### config.mk
export PLATFORM = sky130hd
export DESIGN_NAME = full_linear_convolution_core
export DESIGN_NICKNAME = d
export VERILOG_FILES = /design/src/fconv_pkg.sv /design/src/fconv_ram.sv /design/src/fconv_mac.sv /design/src/full_linear_convolution_core.sv
export SDC_FILE = /design/constraint.sdc
export NUM_CORES = 2
export LEC_CHECK = 0
export ABC_CLOCK_PERIOD_IN_PS = 7250
export BUFFER_PORTS_ARGS = -buffer_cell sky130_fd_sc_hd__buf_2
export CORE_UTILIZATION = 57
export DETAILED_ROUTE_END_ITERATION = 8
export HOLD_SLACK_MARGIN = 0.15
export PLACE_DENSITY = 0.76
export SLEW_MARGIN = 20
export SYNTH_ARGS = -nofsm -noshare
export SYNTH_HDL_FRONTEND = slang
export SYNTH_SLANG_ARGS = --single-unit
### constraint.sdc
create_clock -name clk -period 7.25 [get_ports clk]
set_clock_uncertainty 0.2 [all_clocks]
set_input_delay 1.45 -clock clk [delete_from_list [all_inputs] [get_ports clk]]
set_output_delay 1.45 -clock clk [all_outputs]
set_load 0.02 [all_outputs]
### src/fconv_pkg.sv
package fconv_pkg;

  // Width of one convolution output word, Q2.30 plus guard bits.
  localparam int RESULT_W = 36;

  // Opcodes of the input word.
  localparam logic OP_TAP    = 1'b0;
  localparam logic OP_SAMPLE = 1'b1;

  // Controls one multiply-accumulate issue slot.
  typedef struct packed {
    logic clr;     // zero the accumulator
    logic issue;   // a tap/sample read pair was issued this cycle
    logic tap_ok;  // tap entry has been written since reset
    logic smp_ok;  // history entry holds a live sample
  } mac_ctl_t;

endpackage

### src/fconv_ram.sv
module fconv_ram #(
  parameter int WIDTH = 16,
  parameter int DEPTH = 16
) (
  input  logic                                      clk,
  input  logic                                      we,
  input  logic [(DEPTH > 1 ? $clog2(DEPTH) : 1)-1:0] waddr,
  input  logic [WIDTH-1:0]                          wdata,
  input  logic [(DEPTH > 1 ? $clog2(DEPTH) : 1)-1:0] raddr,
  output logic [WIDTH-1:0]                          rdata
);

  logic [WIDTH-1:0] mem [DEPTH];

  always_ff @(posedge clk) begin
    if (we) begin
      mem[waddr] <= wdata;
    end
    rdata <= mem[raddr];
  end

endmodule

### src/fconv_mac.sv
module fconv_mac
  import fconv_pkg::*;
#(
  parameter int SAMPLE_BITS = 16
) (
  input  logic                   clk,
  input  logic                   rst,
  input  mac_ctl_t               ctl,
  input  logic [SAMPLE_BITS-1:0] tap_rd,
  input  logic [SAMPLE_BITS-1:0] smp_rd,
  output logic                   busy,
  output logic [RESULT_W-1:0]    acc
);

  localparam int PW = 2 * SAMPLE_BITS;
  localparam int EW = (PW > RESULT_W) ? PW : RESULT_W;

  logic                    p1;
  logic                    p1_tap_ok;
  logic                    p1_smp_ok;
  logic                    p2;
  logic signed [PW-1:0]    prod;
  logic signed [SAMPLE_BITS-1:0] tap_s;
  logic signed [SAMPLE_BITS-1:0] smp_s;
  logic signed [EW-1:0]    prod_ext;

  // Entries never written read as zero.
  assign tap_s    = p1_tap_ok ? signed'(tap_rd) : '0;
  assign smp_s    = p1_smp_ok ? signed'(smp_rd) : '0;
  assign prod_ext = EW'(prod);
  assign busy     = p1 | p2;

  always_ff @(posedge clk) begin
    if (rst) begin
      p1 <= 1'b0;
      p2 <= 1'b0;
    end else begin
      p1 <= ctl.issue;
      p2 <= p1;
    end
    p1_tap_ok <= ctl.tap_ok;
    p1_smp_ok <= ctl.smp_ok;
    prod      <= tap_s * smp_s;
    if (ctl.clr) begin
      acc <= '0;
    end else if (p2) begin
      acc <= acc + prod_ext[RESULT_W-1:0];  // wraps to the result width
    end
  end

endmodule

### src/full_linear_convolution_core.sv
// Channel  | Handshake            | Payload
// ---------+----------------------+-------------------------------------
// input    | in_valid / in_stall  | opcode, value, tap_index, last
// output   | out_valid / out_stall| result, frame_end
//
// Steps: a tap load is taken in the idle state and gives no output word. A
//   sample is accepted, klen read issues go to the tap and history RAMs, the
//   multiplier and accumulator pipeline drains, and the output register is
//   loaded; each tail word of a frame repeats the issues, drain and load. The
//   single shared multiply-accumulate over the tap and history RAMs takes every pair.
// Reset: rst is synchronous, active high; taps and history read as zero and the
//   kernel length is one until written. No clearing pass is needed.
// Stalls: in_stall is high while a sample or its tail is in work; the block waits
//   in its last step while out_stall holds a pending word.
module full_linear_convolution_core
  import fconv_pkg::*;
#(
  parameter int MAX_TAPS    = 16,
  parameter int SAMPLE_BITS = 16
) (
  input  logic                       clk,
  input  logic                       rst,
  input  logic                       in_valid,
  output logic                       in_stall,
  input  logic                       opcode,
  input  logic signed [15:0]         value,
  input  logic [3:0]                 tap_index,
  input  logic                       last,
  output logic                       out_valid,
  input  logic                       out_stall,
  output logic signed [RESULT_W-1:0] result,
  output logic                       frame_end
);

  localparam int AW = (MAX_TAPS > 1) ? $clog2(MAX_TAPS) : 1;  // RAM address width
  localparam int KW = $clog2(MAX_TAPS + 1);                   // holds 1..MAX_TAPS

  typedef enum logic [1:0] {IDLE, ISSUE, DRAIN, FINISH} state_t;

  state_t state;

  // Kernel and history bookkeeping.
  logic [MAX_TAPS-1:0]    tap_valid;
  logic [MAX_TAPS-1:0]    hist_valid;
  logic [KW-1:0]          klen;
  logic [AW-1:0]          head;       // slot of the newest history entry
  logic [KW-1:0]          j;          // tap index being issued
  logic [KW-1:0]          t;          // output count within the current sample
  logic                   last_r;

  logic [AW-1:0]          head_next;
  logic [AW:0]            hsum;
  logic [AW-1:0]          hist_addr;
  logic [AW-1:0]          tap_addr;
  logic [SAMPLE_BITS+15:0] value_ext;
  logic [SAMPLE_BITS-1:0] sample;
  logic                   in_acc;
  logic                   tap_load;
  logic                   smp_load;
  logic                   idx_ok;
  logic                   out_free;
  logic                   end_word;
  logic                   tail_step;

  logic [SAMPLE_BITS-1:0] tap_rd;
  logic [SAMPLE_BITS-1:0] smp_rd;
  mac_ctl_t               mac_ctl;
  logic                   mac_busy;
  logic [RESULT_W-1:0]    acc;

  // Sample is the low SAMPLE_BITS of the port, zero-filled above 16 bits.
  assign value_ext = {{SAMPLE_BITS{1'b0}}, value};
  assign sample    = value_ext[SAMPLE_BITS-1:0];

  assign in_stall = (state != IDLE);
  assign in_acc   = in_valid && !in_stall;
  assign tap_load = in_acc && (opcode == OP_TAP);
  assign smp_load = in_acc && (opcode == OP_SAMPLE);
  assign idx_ok   = (32'(tap_index) < MAX_TAPS);
  assign out_free = !out_valid || !out_stall;

  // Delay line is a circular buffer: shifting moves the head back one slot.
  assign head_next = (head == '0) ? AW'(MAX_TAPS - 1) : head - AW'(1);
  assign hsum      = {1'b0, head} + (AW + 1)'(j);
  assign hist_addr = (hsum >= (AW + 1)'(MAX_TAPS)) ? AW'(hsum - (AW + 1)'(MAX_TAPS))
                                                   : hsum[AW-1:0];
  assign tap_addr  = j[AW-1:0];

  // Word that closes the frame, and whether a zero-fed tail word follows.
  assign end_word  = last_r && ((t + KW'(1)) == klen);
  assign tail_step = (state == FINISH) && out_free && last_r && !end_word;

  always_comb begin
    mac_ctl.clr    = smp_load || tail_step;
    mac_ctl.issue  = (state == ISSUE);
    mac_ctl.tap_ok = tap_valid[tap_addr];
    mac_ctl.smp_ok = hist_valid[hist_addr];
  end

  fconv_ram #(.WIDTH(SAMPLE_BITS), .DEPTH(MAX_TAPS)) u_tap_ram (
    .clk   (clk),
    .we    (tap_load && idx_ok),
    .waddr (AW'(tap_index)),
    .wdata (sample),
    .raddr (tap_addr),
    .rdata (tap_rd)
  );

  fconv_ram #(.WIDTH(SAMPLE_BITS), .DEPTH(MAX_TAPS)) u_hist_ram (
    .clk   (clk),
    .we    (smp_load),
    .waddr (head_next),
    .wdata (sample),
    .raddr (hist_addr),
    .rdata (smp_rd)
  );

  fconv_mac #(.SAMPLE_BITS(SAMPLE_BITS)) u_mac (
    .clk    (clk),
    .rst    (rst),
    .ctl    (mac_ctl),
    .tap_rd (tap_rd),
    .smp_rd (smp_rd),
    .busy   (mac_busy),
    .acc    (acc)
  );

  always_ff @(posedge clk) begin
    if (rst) begin
      state      <= IDLE;
      out_valid  <= 1'b0;
      tap_valid  <= '0;
      hist_valid <= '0;
      klen       <= KW'(1);
      head       <= '0;
      j          <= '0;
      t          <= '0;
      last_r     <= 1'b0;
    end else begin
      // Output register: load from the last step, else empty once taken.
      if ((state == FINISH) && out_free) begin
        out_valid <= 1'b1;
      end else if (out_valid && !out_stall) begin
        out_valid <= 1'b0;
      end
      unique case (state)
        IDLE: begin
          if (tap_load && idx_ok) begin
            tap_valid[AW'(tap_index)] <= 1'b1;
            if (last) begin
              klen <= KW'(tap_index) + KW'(1);
            end
          end
          if (smp_load) begin
            head                  <= head_next;
            hist_valid[head_next] <= 1'b1;
            last_r                <= last;
            t                     <= '0;
            j                     <= '0;
            state                 <= ISSUE;
          end
        end
        ISSUE: begin
          if ((j + KW'(1)) == klen) begin
            state <= DRAIN;
          end else begin
            j <= j + KW'(1);
          end
        end
        DRAIN: begin
          if (!mac_busy) begin
            state <= FINISH;
          end
        end
        FINISH: begin
          if (out_free) begin
            result    <= acc;
            frame_end <= end_word;
            if (tail_step) begin
              // Shift a zero in: the new head slot simply reads as empty.
              head                  <= head_next;
              hist_valid[head_next] <= 1'b0;
              t                     <= t + KW'(1);
              j                     <= '0;
              state                 <= ISSUE;
            end else begin
              if (last_r) begin
                hist_valid <= '0;
              end
              state <= IDLE;
            end
          end
        end
        default: state <= IDLE;
      endcase
    end
  end

endmodule

==> impl_results.md <==
* Layout fillers at 4598
* GRT Util Overall at 27.2%
* Worst vdd ir at 264 uV
* Fin. Hold Viols at 0
* Crit Path Max Fanout at 28
* CP Class: flop to flop
* Die area at 67000 um2
* Via density per instance at 5.87
* Final setup fails at 0
* Final HPWL DP at 59000 um
* Net load switching power at 3.50 mW
* Flops & latches, synth at 708
* Num CTS Buffers at 73
* GR met2 Demand/Resource at 47.8%
* Htree depth at 3
* CP startpoint: u_mac.p1_smp_ok
* Initial DRC Count at 1945
* Via count at 22400
* Core Footprint at 64800 um2
* Worst-path clk slew at 0.06 ns
* Cell area after synthesis at 37600 um2
* Congestion Overflow GR at 0
* RSZ-0062 raised after global routing: true
* Post-synthesis sequential area ratio at 52.3%
* Hold crit path type: flop to flop
* Syn_nets at 3224
* Diodes inserted at 0
* Std cell rows at 93
* Antenna violations before repair at 2
* Die Span Y at 259 um
* DRC violations left at 0
* Pleak at 16.1 nW
* Input/output buffers at 64
* Post-synth EDFFs at 549
* Starting Density at 58.0%
* Gate power share at 25.4%
* Clock sink count at 708
* FFs w/ async S/R, synth at 0%
* R2r startpoint: u_mac.p1_smp_ok
* Hold_sp: u_mac.acc[35]
* Routed Antenna Nets at 0
* WP data arrival at 7.38 ns
* Fin Hold WS at 0.259 ns
* Slew HR at 22.7%
* Crit path launch type: flop
* Status: complete, no violations
* Area occupied by multi-input gates at 16400 um2
* Register area at 19700 um2
* Sw frac at 30.9%
* Cell variety after synth at 62
* CTS Hold Bufs at 0
* Final period utilization at 96.9%
* GPL Wtd Cong at 0.962
* Global Route met3 Usage at 4.12%
* Critical Path RT at 7.61 ns
* Clock share of power at 32.0%
* Nets at 3332
* # IOs at 65
* Die width at 259 um
* Tightest Pin Transition at 1.16 ns
* Max Freq at 142 MHz
* Clock root buffer: clkbuf_16
* Crit end category: flop
* Routed len/inst at 23.1 um
* Slew Limit Fails at 0
* Clock tree from TritonCTS: yes
* Routed WL at 88300 um
* Avg Cell Area, Syn at 13.4 um2
* Clk_lat worst skew at 0.64 ns
* Met1 usage at 34.3%
* P per Cell Area at 271 nW/um2
* Global-route wire length before repair at 137000 um
* Drt first pass iters at 6
* Layout cells sized above 1 at 15.5%
* Final setup TNS at 0 ns
* Post-Syn Instances at 2798
* Internal cell power at 7.82 mW
* Vias in the first global route at 23600
* Max Cap Viol at 0
* Synth-to-layout area growth at 11.0%
* Gr busiest metal: met2
* Period minus WS final at 7.02 ns
* Bufs on Longest Clock Path at 3
* Largest net degree at the start of global routing at 72
* YS warnings at 0
* Sequential Power Share at 42.7%
* Ys flop type: edfxtp_1
power groups by stage:
stage	Combinational [mW]	Sequential [mW]	Clock [mW]
5_1_grt	3.11	4.85	3.83
6_report	2.87	4.83	3.62
3_5_place_dp	2.84	4.91	0
3_3_place_gp	2.77	4.89	0
4_1_cts	2.87	4.83	3.68
2_1_floorplan	2.06	4.82	0
per-layer routing:
| metal | vias up | part of all wire, % |
|---|---|---|
| met4 | 4 | 3.0 |
| met1 | 11400 | 39 |
| li1 | 9970 | - |
| met3 | 166 | 6.2 |
| met5 | - | 0.026 |
| met2 | 912 | 52 |
logic make-up after synthesis:
family	Yosys count	synth area share (%)
flip-flops	708	52.3
AND/OR/NAND/NOR	665	7.52
buffers and inverters	448	4.48
adder cells (fa/ha/maj)	400	18.6
AO/OA/AOI/OAI	298	4.90
multiplexers	196	10.3
XOR/XNOR	83	1.93
final timing paths:
kind / to / slack [ns] / cells past startpoint
worst min register to register: result[35] / 0.26 / 0
worst max-delay path: u_mac.prod[31] / 0.23 / 24
worst min-delay path: result[35] / 0.26 / 0
worst max register to register: u_mac.prod[31] / 0.23 / 24
worst max-delay path, stage by stage, from the launching register on:
cell and delay, ns:
dfxtp_1 0.36, buf_12 0.18, and2_1 0.18, buf_6 0.16, nand2_1 0.07, fa_1 0.51
inv_1 0.06, fa_1 0.49, fa_1 0.61, fa_1 0.45, fa_1 0.49, inv_1 0.05
fa_1 0.48, inv_1 0.04, ha_2 0.30, a21oi_2 0.20, o2111ai_1 0.13, a211o_1 0.26
and3_4 0.19, o41ai_4 0.38, o22ai_2 0.17, or4_1 0.41, a31o_1 0.25, a31oi_2 0.20
xnor2_1 0.13
state kept, by name, indices dropped and copies added, names as in the netlist:
register / count
state: 2
u_mac.acc: 36
u_mac.prod: 32
u_mac.p2: 1
u_tap_ram.mem: 256
hist_valid: 16
t: 5
u_mac.p1: 1
out_valid: 1
tap_valid: 16
u_hist_ram.rdata: 16
u_tap_ram.rdata: 16
klen: 5
last_r: 1
result: 36
j: 5
u_mac.p1_tap_ok: 1
frame_end: 1
u_hist_ram.mem: 256
head: 4
u_mac.p1_smp_ok: 1
stage by stage:
stage / worst slack [ns] / instance area, um2 / total power, mW / std cells / util (%)
2_1_floorplan: 0.339 / 37600 / 6.88 / 2798 / -
3_3_place_gp: 0.207 / 39300 / 7.67 / 3681 / 60.7
3_5_place_dp: 0.0349 / 39300 / 7.75 / 3681 / 60.7
4_1_cts: 0.0202 / 41600 / 11.4 / 3816 / 64.2
5_1_grt: -0.0415 / 41700 / 11.8 / 3821 / 64.4
6_report: 0.227 / 41700 / 11.3 / 3821 / 64.4
repair_timing:
action / CTS / global route
hold endpoints to repair: 0 / 0
setup endpoints to repair: 0 / 3
buffers inserted: 0 / 3
resized for setup: 0 / 34
synth_stat cells (all sizes together) (3+ instances only):
cell type	n	area (um2)
buf	23	88.8
and2	29	181
clkbuf	98	369
nand2	203	762
nor2	299	1120
and3	7	48.8
a21o	23	175
fa	264	5290
xnor2	63	552
nand4	6	37.5
ha	136	1700
nand2b	6	37.5
a31oi	10	62.6
o22ai	3	25.0
edfxtp	549	16500
o211ai	6	45.0
o21ai	51	255
or3	3	18.8
nand3	56	280
mux4	153	3450
nor3	19	95.1
a211oi	31	238
mux2i	42	420
o21a	12	90.1
a211o	7	61.3
o21bai	9	67.6
nor2b	27	169
a21oi	128	641
inv	327	1230
xor2	20	175
dfxtp	159	3180
area by class of cell:
cell class,count,share of cell area (%)
flip-flops and latches,708,47.1
multi-input cells,1642,39.3
clock buffers,99,4.73
inverters,327,2.94
well taps,855,2.56
repair buffers,154,2.52
clock inverters,36,0.779
placed cells by master, fill, tap and decap left out, types with 42 or more instances in the layout:
master,count
edfxtp_1,549
inv_1,327
nor2_1,297
fa_1,263
nand2_1,198
dfxtp_1,157
mux4_2,153
ha_1,131
a21oi_1,125
buf_4,85
clkbuf_16,73
buf_2,63
xnor2_1,62
nand3_1,56
o21ai_0,51
mux2i_1,42
(Power assumes the default switching activity.)
